File: src/hw/rtl/clp_pkg.sv
// ----------------------------------------------------------------------------
// clp_pkg
// Shared types and constants for the C literal to number parser.
// ----------------------------------------------------------------------------
package clp_pkg;

   localparam int unsigned CHAR_W  = 8;
   localparam int unsigned VALUE_W = 64;

   // Where the parser stands within the current literal.
   typedef enum logic [3:0] {
      MODE_START  = 4'd0,
      MODE_DEC    = 4'd1,
      MODE_PEND   = 4'd2,
      MODE_HEX    = 4'd3,
      MODE_OCT    = 4'd4,
      MODE_QUOTE  = 4'd5,
      MODE_ESC    = 4'd6,
      MODE_ESCOCT = 4'd7,
      MODE_ESCHEX = 4'd8,
      MODE_DONE   = 4'd9
   } mode_type;

   // Parser state carried from one byte to the next.
   typedef struct packed {
      mode_type               mode;
      logic [VALUE_W-1:0]     acc;
      logic [CHAR_W-1:0]      first;
   } state_type;

   // Character codes the parser reacts to.
   localparam logic [CHAR_W-1:0] CH_ZERO   = 8'h30;  // '0'
   localparam logic [CHAR_W-1:0] CH_ONE    = 8'h31;  // '1'
   localparam logic [CHAR_W-1:0] CH_SEVEN  = 8'h37;  // '7'
   localparam logic [CHAR_W-1:0] CH_NINE   = 8'h39;  // '9'
   localparam logic [CHAR_W-1:0] CH_UP_A   = 8'h41;  // 'A'
   localparam logic [CHAR_W-1:0] CH_UP_F   = 8'h46;  // 'F'
   localparam logic [CHAR_W-1:0] CH_LO_A   = 8'h61;  // 'a'
   localparam logic [CHAR_W-1:0] CH_LO_F   = 8'h66;  // 'f'
   localparam logic [CHAR_W-1:0] CH_UP_X   = 8'h58;  // 'X'
   localparam logic [CHAR_W-1:0] CH_LO_X   = 8'h78;  // 'x'
   localparam logic [CHAR_W-1:0] CH_QUOTE  = 8'h27;  // single quote
   localparam logic [CHAR_W-1:0] CH_DQUOTE = 8'h22;  // double quote
   localparam logic [CHAR_W-1:0] CH_BSLASH = 8'h5C;  // backslash
   localparam logic [CHAR_W-1:0] CH_QMARK  = 8'h3F;  // question mark
   localparam logic [CHAR_W-1:0] CH_LO_N   = 8'h6E;  // 'n'
   localparam logic [CHAR_W-1:0] CH_LO_T   = 8'h74;  // 't'
   localparam logic [CHAR_W-1:0] CH_LO_V   = 8'h76;  // 'v'
   localparam logic [CHAR_W-1:0] CH_LO_R   = 8'h72;  // 'r'

   // Values of the named escapes.
   localparam logic [VALUE_W-1:0] ESC_BSLASH = 64'd92;
   localparam logic [VALUE_W-1:0] ESC_NL     = 64'd10;
   localparam logic [VALUE_W-1:0] ESC_TAB    = 64'd9;
   localparam logic [VALUE_W-1:0] ESC_VTAB   = 64'd11;
   localparam logic [VALUE_W-1:0] ESC_CR     = 64'd13;
   localparam logic [VALUE_W-1:0] ESC_QUOTE  = 64'd39;
   localparam logic [VALUE_W-1:0] ESC_DQUOTE = 64'd34;
   localparam logic [VALUE_W-1:0] ESC_QMARK  = 64'd63;

endpackage

File: src/hw/rtl/clp_step.sv
// ----------------------------------------------------------------------------
// clp_step
// One parser step: next state and the literal's value if this byte ends it.
// ----------------------------------------------------------------------------
module clp_step (
   input  clp_pkg::state_type              cur,
   input  logic [clp_pkg::CHAR_W-1:0]      ch,
   output clp_pkg::state_type              nxt,
   output logic [clp_pkg::VALUE_W-1:0]     value
);

   logic                            is_oct;
   logic                            is_dec;
   logic                            is_hex;
   logic [3:0]                      hex_val;
   logic [clp_pkg::VALUE_W-1:0]     digit;
   logic                            first_oct;
   logic [clp_pkg::VALUE_W-1:0]     first_digit;
   logic [clp_pkg::VALUE_W-1:0]     acc_x8;
   logic [clp_pkg::VALUE_W-1:0]     acc_x10;
   logic [clp_pkg::VALUE_W-1:0]     acc_x16;

   assign is_oct = (ch >= clp_pkg::CH_ZERO) && (ch <= clp_pkg::CH_SEVEN);
   assign is_dec = (ch >= clp_pkg::CH_ZERO) && (ch <= clp_pkg::CH_NINE);
   assign digit  = clp_pkg::VALUE_W'(ch[3:0]);

   assign first_oct   = (cur.first >= clp_pkg::CH_ZERO) && (cur.first <= clp_pkg::CH_SEVEN);
   assign first_digit = clp_pkg::VALUE_W'(cur.first[2:0]);

   // Hex digit decode; letters map to 10..15 from their low three bits.
   always_comb begin
      is_hex  = 1'b1;
      hex_val = ch[3:0];
      if (is_dec) begin
         hex_val = ch[3:0];
      end else if (((ch >= clp_pkg::CH_UP_A) && (ch <= clp_pkg::CH_UP_F)) ||
                   ((ch >= clp_pkg::CH_LO_A) && (ch <= clp_pkg::CH_LO_F))) begin
         hex_val = 4'(ch[2:0] + 3'd1) + 4'd8;
      end else begin
         is_hex  = 1'b0;
      end
   end

   assign acc_x8  = {cur.acc[clp_pkg::VALUE_W-4:0], 3'b000};
   assign acc_x16 = {cur.acc[clp_pkg::VALUE_W-5:0], 4'b0000};
   assign acc_x10 = acc_x8 + {cur.acc[clp_pkg::VALUE_W-2:0], 1'b0};

   always_comb begin
      nxt = cur;
      unique case (cur.mode)
         clp_pkg::MODE_START: begin
            if (ch == clp_pkg::CH_QUOTE) begin
               nxt.mode = clp_pkg::MODE_QUOTE;
            end else if ((ch >= clp_pkg::CH_ONE) && (ch <= clp_pkg::CH_NINE)) begin
               nxt.acc  = digit;
               nxt.mode = clp_pkg::MODE_DEC;
            end else begin
               nxt.first = ch;
               nxt.mode  = clp_pkg::MODE_PEND;
            end
         end
         clp_pkg::MODE_DEC: begin
            if (is_dec) begin
               nxt.acc = acc_x10 + digit;
            end else begin
               nxt.mode = clp_pkg::MODE_DONE;
            end
         end
         clp_pkg::MODE_PEND: begin
            // Second byte decides hex; else octal from leading octal bytes.
            if ((ch == clp_pkg::CH_LO_X) || (ch == clp_pkg::CH_UP_X)) begin
               nxt.mode = clp_pkg::MODE_HEX;
            end else if (!first_oct) begin
               nxt.mode = clp_pkg::MODE_DONE;
            end else if (is_oct) begin
               nxt.acc  = {first_digit[clp_pkg::VALUE_W-4:0], 3'b000} + digit;
               nxt.mode = clp_pkg::MODE_OCT;
            end else begin
               nxt.acc  = first_digit;
               nxt.mode = clp_pkg::MODE_DONE;
            end
         end
         clp_pkg::MODE_HEX, clp_pkg::MODE_ESCHEX: begin
            if (is_hex) begin
               nxt.acc = acc_x16 + clp_pkg::VALUE_W'(hex_val);
            end else begin
               nxt.mode = clp_pkg::MODE_DONE;
            end
         end
         clp_pkg::MODE_OCT, clp_pkg::MODE_ESCOCT: begin
            if (is_oct) begin
               nxt.acc = acc_x8 + digit;
            end else begin
               nxt.mode = clp_pkg::MODE_DONE;
            end
         end
         clp_pkg::MODE_QUOTE: begin
            if (ch == clp_pkg::CH_BSLASH) begin
               nxt.mode = clp_pkg::MODE_ESC;
            end else begin
               nxt.acc  = clp_pkg::VALUE_W'(ch);
               nxt.mode = clp_pkg::MODE_DONE;
            end
         end
         clp_pkg::MODE_ESC: begin
            nxt.mode = clp_pkg::MODE_DONE;
            unique case (ch)
               clp_pkg::CH_BSLASH: nxt.acc = clp_pkg::ESC_BSLASH;
               clp_pkg::CH_LO_N:   nxt.acc = clp_pkg::ESC_NL;
               clp_pkg::CH_LO_T:   nxt.acc = clp_pkg::ESC_TAB;
               clp_pkg::CH_LO_V:   nxt.acc = clp_pkg::ESC_VTAB;
               clp_pkg::CH_LO_R:   nxt.acc = clp_pkg::ESC_CR;
               clp_pkg::CH_QUOTE:  nxt.acc = clp_pkg::ESC_QUOTE;
               clp_pkg::CH_DQUOTE: nxt.acc = clp_pkg::ESC_DQUOTE;
               clp_pkg::CH_QMARK:  nxt.acc = clp_pkg::ESC_QMARK;
               clp_pkg::CH_LO_X:   nxt.mode = clp_pkg::MODE_ESCHEX;
               default: begin
                  if (is_oct) begin
                     nxt.acc  = digit;
                     nxt.mode = clp_pkg::MODE_ESCOCT;
                  end else begin
                     nxt.acc  = clp_pkg::ESC_BSLASH;
                  end
               end
            endcase
         end
         default: begin
            nxt.mode = clp_pkg::MODE_DONE;
         end
      endcase
   end

   // Value if the literal ends on this byte.
   always_comb begin
      if (nxt.mode == clp_pkg::MODE_ESC) begin
         value = clp_pkg::ESC_BSLASH;
      end else if (nxt.mode == clp_pkg::MODE_PEND) begin
         // Lone first byte: one octal digit or nothing.
         if ((nxt.first >= clp_pkg::CH_ZERO) && (nxt.first <= clp_pkg::CH_SEVEN)) begin
            value = clp_pkg::VALUE_W'(nxt.first[2:0]);
         end else begin
            value = '0;
         end
      end else begin
         value = nxt.acc;
      end
   end

endmodule

File: src/hw/rtl/c_literal_to_number_top.sv
// ----------------------------------------------------------------------------
// c_literal_to_number_top
// Streaming parser of C integer and character literals into 64-bit values.
// ----------------------------------------------------------------------------
// Feed one literal's text one byte per transaction on the req_ channel, with
// req_tlast high on its final byte; the literal's value, wrapped modulo 2^64,
// comes out as one transaction on the rsp_ channel and the parser is then
// ready for the next literal. A leading 1-9 reads decimal, a first byte
// followed by x or X reads hex, a leading quote reads a character literal
// with escapes, anything else reads octal; parsing stops at the first byte
// that fits no digit class and the rest of the literal is skipped. The
// block takes one byte every clock cycle, back to back, except while a last
// byte is held back as below; the per-byte shift-add step lies between the
// input register and the parser state. An accepted byte is held in the
// input register, then steps the parser; a last byte's value is loaded into
// the result register and offered on rsp_ from there. A last byte waits in
// the input register while the result register is full and not being
// drained, which stalls req_ until rsp_ takes the value.
// ----------------------------------------------------------------------------
module c_literal_to_number_top (
   input  logic                           clock,
   input  logic                           reset,

   input  logic                           req_tvalid,
   output logic                           req_tready,
   input  logic [clp_pkg::CHAR_W-1:0]     req_tdata,   // [7:0] ch
   input  logic                           req_tlast,   // last byte of the literal

   output logic                           rsp_tvalid,
   input  logic                           rsp_tready,
   output logic [clp_pkg::VALUE_W-1:0]    rsp_tdata    // [63:0] value
);

   // Input register.
   logic                            in_valid_ff;
   logic                            in_valid_in;
   logic [clp_pkg::CHAR_W-1:0]      in_ch_ff;
   logic                            in_last_ff;

   // Parser state.
   clp_pkg::state_type              state_ff;
   clp_pkg::state_type              state_in;
   clp_pkg::state_type              step_nxt;
   logic [clp_pkg::VALUE_W-1:0]     step_value;

   // Result register.
   logic                            out_valid_ff;
   logic                            out_valid_in;
   logic [clp_pkg::VALUE_W-1:0]     out_value_ff;

   logic                            out_free;
   logic                            advance;
   logic                            load_result;

   clp_step u_step (
      .cur   (state_ff),
      .ch    (in_ch_ff),
      .nxt   (step_nxt),
      .value (step_value)
   );

   // The result register can take a value when empty or being drained.
   assign out_free    = !out_valid_ff || rsp_tready;
   // A held byte moves into the parser unless it ends a literal whose
   // result has nowhere to go yet.
   assign advance     = in_valid_ff && (!in_last_ff || out_free);
   assign load_result = advance && in_last_ff;
   assign req_tready  = !in_valid_ff || advance;

   always_comb begin
      in_valid_in = in_valid_ff;
      if (req_tvalid && req_tready) begin
         in_valid_in = 1'b1;
      end else if (advance) begin
         in_valid_in = 1'b0;
      end
   end

   always_comb begin
      state_in = state_ff;
      if (load_result) begin
         // Return to the start of a literal.
         state_in.mode  = clp_pkg::MODE_START;
         state_in.acc   = '0;
         state_in.first = '0;
      end else if (advance) begin
         state_in = step_nxt;
      end
   end

   always_comb begin
      out_valid_in = out_valid_ff;
      if (load_result) begin
         out_valid_in = 1'b1;
      end else if (rsp_tready) begin
         out_valid_in = 1'b0;
      end
   end

   always_ff @(posedge clock) begin
      if (reset) begin
         in_valid_ff    <= 1'b0;
         out_valid_ff   <= 1'b0;
         state_ff.mode  <= clp_pkg::MODE_START;
         state_ff.acc   <= '0;
         state_ff.first <= '0;
      end else begin
         in_valid_ff  <= in_valid_in;
         out_valid_ff <= out_valid_in;
         state_ff     <= state_in;
      end
   end

   // Payload registers: capture on transaction, hold otherwise.
   always_ff @(posedge clock) begin
      if (req_tvalid && req_tready) begin
         in_ch_ff   <= req_tdata;
         in_last_ff <= req_tlast;
      end
      if (load_result) begin
         out_value_ff <= step_value;
      end
   end

   assign rsp_tvalid = out_valid_ff;
   assign rsp_tdata  = out_value_ff;

endmodule

File: config.mk
export PLATFORM = sky130hd
export DESIGN_NAME = c_literal_to_number_top
export DESIGN_NICKNAME = d
export VERILOG_FILES = /design/src/hw/rtl/clp_pkg.sv /design/src/hw/rtl/clp_step.sv /design/src/hw/rtl/c_literal_to_number_top.sv
export SDC_FILE = /design/constraint.sdc
export NUM_CORES = 1
export LEC_CHECK = 0
export BUFFER_PORTS_ARGS = -buffer_cell sky130_fd_sc_hd__buf_2
export CAP_MARGIN = 15
export CORE_AREA = 2 2 238 240
export CTS_BUF_LIST = sky130_fd_sc_hd__clkbuf_4 sky130_fd_sc_hd__clkbuf_8
export CTS_CLUSTER_DIAMETER = 50
export DETAILED_ROUTE_END_ITERATION = 6
export DIE_AREA = 0 0 240 242
export HOLD_SLACK_MARGIN = 0.06
export SYNTH_ARGS = -nofsm -noshare
export SYNTH_HDL_FRONTEND = slang
export SYNTH_SLANG_ARGS = --single-unit
File: constraint.sdc
create_clock -name clock -period 4 [get_ports clock]
set_clock_uncertainty 0.05 [all_clocks]
set_input_delay 1.2 -clock clock [delete_from_list [all_inputs] [get_ports clock]]
set_output_delay 1.2 -clock clock [all_outputs]
set_load 0.01 [all_outputs]
# [Yosys cells after proc, flatten, opt, wreduce, memory -nomap -nowiden]
# Cells that the tools add are included.
[word_totals] ram_bits=0 latch_bits=0 register_bits=151 output_inout_bits=66 n_memories=0 mem_bits_ro=0
[op_classes] n_bitwise=0 n_eq_ne=20 mux=35 n_reduce_logical=25 n_addsub=7 div_mod_pow=0 shifts=0 n_mul=0 magnitude_cmp=12
[ops] operator="case mux 64 bit (9 select lines)" n=1
[ops] operator="2-to-1 mux 64 bit" n=8
[ops] operator="case mux 64 bit (7 select lines)" n=1
[ops] operator="adder 64 x 4 -> 64 bit" n=3
[ops] operator="2-to-1 mux 72 bit" n=1
[ops] operator="2-to-1 mux 68 bit" n=1
[ops] operator="adder 64 bit" n=1
[ops] operator="== test 8 x 7 -> 1 bit, second input constant" n=7
[ops] operator="2-to-1 mux 4 bit" n=10
[ops] operator=">= comparator 8 x 6 -> 1 bit, second input constant" n=4
[ops] operator="less-or-equal comparator 8 x 6 -> 1 bit, second input constant" n=4
[ops] operator="case mux 4 bit (7 select lines)" n=1
[ops] operator="== test 8 x 6 -> 1 bit, second input constant" n=3
[ops] operator="== test 4 x 3 -> 1 bit, second input constant" n=5
[ops] operator=">= comparator 8 x 7 -> 1 bit, second input constant" n=2
[ops] operator="less-or-equal comparator 8 x 7 -> 1 bit, second input constant" n=2
[ops] operator="2-to-1 mux 8 bit" n=2
[ops] operator="== test 4 x 2 -> 1 bit, second input constant" n=3
[ops] operator="logical AND 1 bit" n=10
[ops] operator="case mux 4 bit (2 select lines)" n=1
[ops] operator="OR reduction 8 bit" n=1
[ops] operator="adder 6 x 4 -> 7 bit" n=1
[ops] operator="2-to-1 mux 7 bit" n=1
[ops] operator="2-to-1 mux 1 bit" n=6
[ops] operator="other kinds (11)" n=20

# [Logic depth before layout (Yosys ltp)]
[logic_depth] depth_word=9 depth_mapped=16 depth_no_buf=14

# [Cells and area by module]
# A second synthesis with hierarchy kept.
[unflattened] hier_cells=1634 hier_area_um2=13782.0
[modules_own_cells] module="clp_step" area_per_inst_um2=9201.3 cells_per_inst=1379 n_inst=1
[modules_own_cells] module="c_literal_to_number_top" area_per_inst_um2=4580.6 cells_per_inst=255 n_inst=1

# [Least setup slack after synthesis]
# OpenSTA, ideal clock, no wires.
[synth_path] path_kind="input port to flip-flop" startpoint="input rsp_tready" endpoint="register state_ff[44] (netlist bit)" stages=7 arrival_ps=3919 t_required_ps=3813 setup_slack_ps=-107 path_buffers=2 setup_time_ps=137 path_cell_list="nor2b_1 nand2_1 and3_1 or2_2 clkbuf_1 clkbuf_1 a211oi_1"
[synth_via] elab_chain_cells=5
[synth_lines] item="start, declared" line_no="c_literal_to_number_top.sv:30" source="input logic rsp_tready,"
[synth_lines] item="logical OR 1 bit" line_no="c_literal_to_number_top.sv:63" source="assign out_free = !out_valid_ff || rsp_tready;"
[synth_lines] item="logical OR 1 bit" line_no="c_literal_to_number_top.sv:66" source="assign advance = in_valid_ff && (!in_last_ff || out_free);"
[synth_lines] item="logical AND 1 bit" line_no="c_literal_to_number_top.sv:66"
[synth_lines] item="logical AND 1 bit" line_no="c_literal_to_number_top.sv:67" source="assign load_result = advance && in_last_ff;"
[synth_lines] item="net load_result" line_no="c_literal_to_number_top.sv:53" source="logic load_result;"
[synth_lines] item="OR reduction 2 bit (no line)"
[synth_lines] item="end signal, assigned" line_no="c_literal_to_number_top.sv:110" source="state_ff <= state_in;"
[synth_lines] item="end, declared" line_no="c_literal_to_number_top.sv:41" source="clp_pkg::state_type state_ff;"
# The timed path passes the listed nets, and every way through them passes these cells.
# A chain may end at the register's enable or synchronous reset.

# [Final worst setup path]
[layout_path] startpoint="register in_ch_ff[3] (netlist bit)" endpoint="register out_value_ff, in the netlist rsp_tdata[60], data pin"
[layout_via] elab_chain_cells=9 word_cells_on_any_way=57
[layout_lines] item="start, declared" line_no="c_literal_to_number_top.sv:37" source="logic [clp_pkg::CHAR_W-1:0] in_ch_ff;"
[layout_lines] item="start signal, assigned" line_no="c_literal_to_number_top.sv:117" source="in_ch_ff <= req_tdata;"
[layout_lines] item=">= comparator 8 x 7 -> 1 bit (tied with other cells)" line_no="clp_step.sv:36" source="end else if (((ch >= clp_pkg::CH_UP_A) && (ch <= clp_pkg::CH_UP_F)) ||"
[layout_lines] item="logical AND 1 bit (on tied branches)" line_no="clp_step.sv:36, clp_step.sv:37"
[layout_lines] item="logical OR 1 bit" line_no="clp_step.sv:36"
[layout_lines] item="2-to-1 mux 4 bit / 2-to-1 mux 1 bit (equally long branches)" line_no="clp_step.sv:36"
[layout_lines] item="2-to-1 mux 4 bit / 2-to-1 mux 1 bit (equally long branches)" line_no="clp_step.sv:34" source="if (is_dec) begin"
[layout_lines] item="adder 64 x 4 -> 64 bit / 2-to-1 mux 4 bit (equally long branches)" line_no="clp_step.sv:85, clp_step.sv:84"
[layout_lines] item="2-to-1 mux 64 bit / case mux 4 bit (7 select lines) (equally long branches)" line_no="clp_step.sv:84, clp_step.sv:50"
[layout_lines] item="case mux 64 bit (7 select lines) / == test 4 x 2 -> 1 bit (equally long branches)" line_no="clp_step.sv:50, clp_step.sv:137"
[layout_lines] item="2-to-1 mux 64 bit" line_no="clp_step.sv:137" source="end else if (nxt.mode == clp_pkg::MODE_PEND) begin"
[layout_lines] item="end signal, assigned" line_no="c_literal_to_number_top.sv:121" source="out_value_ff <= step_value;"
[layout_lines] item="end, declared" line_no="c_literal_to_number_top.sv:49" source="logic [clp_pkg::VALUE_W-1:0] out_value_ff;"
# Parallel ways exist; a longest one is shown, timed or not.

==> results.py <==
metrics = {
    "outcome": {
        "status": "finished clean",
    },
    "placed_design": {
        "portBuffers": 78,
        "gp_congestion": 0.923,
        "hpwl_microns": 38600,
        "place_area_sq_um": 15700,
        "placedCellCount": 2586,
    },
    "die": {
        "fp-row-count": 87,
        "start_util": 0.248,
        "io_pins": 79,
        "die-area_sq_um": 58100,
        "die_h_microns": 242,
        "core_area_sq_um": 55700,
        "fp.dieW_microns": 240,
    },
    "setup_path": {
        "path_cells": "buf_4 -> ha_1 -> buf_4 -> nand2_1 -> nor4_2 -> buf_4 -> nand3_1 -> buf_4 -> nor2_1 -> and3_1 -> xor2_1 -> a222oi_1 -> o41ai_1 -> a31oi_1 -> nor2_1",
        "crit_path_start_kind": "register",
        "worstPathArrival_ns": 4.11,
        "worstReg2RegStart": "in_ch_ff[3]$_DFFE_PP_",
        "critPathMaxStageDelay_ns": 0.37,
        "cp_max_fo": 18,
        "r2r-end": "rsp_tdata[60]$_SDFFCE_PP0P_",
        "cp-end-kind": "register",
        "cpMostUsedCell": "buf_4",
        "reg2reg_setup_slack_ns": 0.15,
        "worstRegToRegCells": 15,
        "worstPathRequired_ns": 4.26,
        "path_class": "reg -> reg",
        "slowest_stage": "a222oi_1",
    },
    "grt": {
        "antenna_found_initial": 1,
        "overflow": 0,
        "grt_pass1_wl_microns": 79000,
        "grt_max_degree": 64,
        "track_usage": 0.173,
        "grt_pass1_vias": 13692,
    },
    "power_and_ir_drop": {
        "powerDensity_nw_per_um2": 266,
        "p_clk_frac": 0.313,
        "p_int_mw": 2.76,
        "p_seq_frac": 0.419,
        "leakage_nw": 6.44,
        "ir_worst_vdd_v": 0.000188,
        "pwr-share-comb": 0.268,
        "p_switching_mw": 1.54,
        "switching_share": 0.358,
    },
    "logic_synthesis": {
        "yosysSeqAreaShare": 0.272,
        "synth_area_leaders": "edfxtp_1 16%, ha_1 12%, dfxtp_1 11%",
        "synthCells": 1748,
        "syn_area_sq_um": 13800,
        "synthArstFlopShare": 0,
        "ys_seq_elements": 151,
        "synth_cell_type_count": 83,
        "synth_fp_nets": 1893,
        "synth_top_area_cell": "edfxtp_1",
        "yosys_warnings": 0,
        "synth_flop_cell": "dfxtp_1",
        "avgSynthCellArea_sq_um": 7.90,
        "synth-edff-count": 73,
        "synth_top_area_frac": 0.159,
    },
    "clock_network": {
        "clk_latency_ns": 0.58,
        "cts_buffers": 17,
        "ctsLongestPathBuffers": 2,
        "htreeDepth": 4,
        "clkTransAtPathRegs_ns": 0.10,
        "cts_tree": "yes",
        "clockRootBuffer": "clkbuf_8",
        "numClockSinks": 151,
        "cts_hold_buffers": 0,
    },
    "timing": {
        "whs_ns": 0.415,
        "fin_crit_sh": 0.963,
        "slew_violations": 0,
        "setup_tns_ns": 0,
        "finalSetupViolCount": 0,
        "fin_crit_ns": 3.85,
        "slew_headroom": 0.253,
        "hold_viol_final": 0,
        "fmax_mhz": 260,
        "tightest_slew_ns": 1.12,
        "rsz0062_at_grt": "yes",
    },
    "route": {
        "wl_per_cell_microns": 19.4,
        "first_pass_iters": 7,
        "drtIter0Drc": 1615,
        "ant_nets": 0,
        "drt-total-wl_microns": 50900,
        "drc": 0,
        "num_vias": 14252,
        "routed_via_density": 5.44,
    },
    "cells_and_area": {
        "syn_to_final_growth_pct": 17.3,
        "fillers": 6098,
        "layoutNonFillerInstCount": 2620,
        "fin_nets": 1995,
        "fin_area_sq_um": 16200,
        "final_layout_size_suffix_gt1_frac": 0.154,
    },
    "worst_hold_path": {
        "hold_class": "reg -> reg",
        "hold-path-endpoint": "state_ff[5]$_SDFFE_PP0P_",
        "whs_path_depth": 2,
        "min_from": "state_ff[5]$_SDFFE_PP0P_",
    },
    "run": {
        "cap_violations": 0,
    },
}
==> synthesized netlist by cell type (52+ instances only) <==
library cell and n:
o21ai_0 121, a21o_1 52, ha_1 130, nand3_1 59, nand2_1 163, nor2_1 194, xnor2_1 52, a21oi_1 147
edfxtp_1 73, dfxtp_1 78, clkbuf_1 105
==> area by class of cell <==
type	instances	area, sq um	share of cell area
tap	756	946	0.0584
antenna	1	2.50	0.000155
timing repair buffer	209	1400	0.0864
sequential	151	3750	0.232
clock inverter	13	173	0.0107
multi-input combinational	1430	9510	0.587
clock buffer	19	255	0.0158
inverter	41	154	0.00951
==> routing by layer <==
| metal | GRT usage | vias to the layer above | wire length [microns] |
|---|---|---|---|
| met2 | 0.264 | 621 | 22400 |
| met3 | 0.0336 | 92 | 3820 |
| met5 | 0 | - | 0 |
| met1 | 0.238 | 6726 | 23200 |
| li1 | - | 6813 | - |
| met4 | 0.0729 | 0 | 1480 |
==> kinds of logic (layout without fill, tap and decap cells) <==
kind of cell / after synthesis / count (layout) / synth area share
AOI/OAI and AO/OA: 590 / 590 / 0.286
xor gates and xnor gates: 87 / 87 / 0.0552
adders and majority gates: 132 / 132 / 0.121
buffers and inverters: 167 / 282 / 0.0486
DFF: 151 / 151 / 0.272
muxes: 10 / 10 / 0.00725
other: 0 / 1 / 0
and+or+nand+nor: 611 / 611 / 0.210
==> sequential cells by signal, indices dropped and copies added, names as in the netlist <==
register	cells
in_ch_ff	8
state_ff	76
in_valid_ff	1
in_last_ff	1
rsp_tdata	64
rsp_tvalid	1
==> repair_timing <==
| item | 4_1_cts | 5_1_grt |
|---|---|---|
| setup buffers | 0 | 1 |
| endpoints found under the setup margin | 0 | 27 |
| gates resized for setup | 0 | 18 |
==> through the flow <==
stage          total power, mW  worst slack [ns]  utilization
6_report                  4.30             0.150        0.290
5_1_grt                   4.52           -0.0272        0.290
4_1_cts                   4.33            0.0320        0.289
3_5_place_dp              2.96            0.0801        0.281
3_3_place_gp              2.96             0.103        0.281
2_1_floorplan             2.54             0.151            -
==> worst max-delay path, delay by kind of cell, from the launching register on <==
| kind | cells | cell delay [ns] |
|---|---|---|
| compound gates | 3 | 0.86 |
| xor+xnor | 1 | 0.07 |
| fa+ha+maj | 1 | 0.26 |
| buf+inv | 4 | 0.85 |
| flops | 1 | 0.35 |
| simple gates | 6 | 1.16 |
==> power groups by stage <==
stage / Sequential (mW) / Clock, mW / Combinational [mW]
2_1_floorplan: 1.81 / 0 / 0.721
3_3_place_gp: 1.84 / 0 / 1.12
3_5_place_dp: 1.84 / 0 / 1.13
4_1_cts: 1.80 / 1.39 / 1.13
5_1_grt: 1.81 / 1.43 / 1.27
6_report: 1.80 / 1.35 / 1.15
==> placed cells by master, fill, tap and decap left out, types with 15 or more instances in the layout <==
cell type	netlist	layout
ha_1	130	130
xnor2_1	52	51
o211ai_1	15	15
a221oi_1	36	35
nor3_1	38	38
o21ai_0	121	120
clkbuf_8	0	18
buf_2	9	78
edfxtp_1	73	73
xor2_1	35	35
nor2_1	194	192
a222oi_1	19	19
nand2_1	163	163
a21oi_1	147	145
nand3_1	59	59
nand4_1	40	40
buf_4	4	129
dfxtp_1	78	78
and3_1	17	16
inv_1	41	41
a211oi_1	41	37
a21o_1	52	52
a31oi_1	21	20
==> how the worst max path moves through the flow <==
stage / startpoint / endpoint / slack [ns] / depth (start not counted)
after global routing: state_ff[36]$_SDFFE_PP0P_ / rsp_tdata[58]$_SDFFCE_PP0P_ / -0.03 / 13
after CTS: in_ch_ff[3]$_DFFE_PP_ / rsp_tdata[58]$_SDFFCE_PP0P_ / 0.03 / 15
after floorplan: state_ff[10]$_SDFFE_PP0P_ / rsp_tdata[58]$_SDFFCE_PP0P_ / 0.15 / 15
after detailed placement: in_ch_ff[3]$_DFFE_PP_ / rsp_tdata[58]$_SDFFCE_PP0P_ / 0.08 / 15
after global placement: state_ff[36]$_SDFFE_PP0P_ / rsp_tdata[58]$_SDFFCE_PP0P_ / 0.10 / 13
final: in_ch_ff[3]$_DFFE_PP_ / rsp_tdata[60]$_SDFFCE_PP0P_ / 0.15 / 15
No activity file was read; power rests on OpenSTA's default activity.
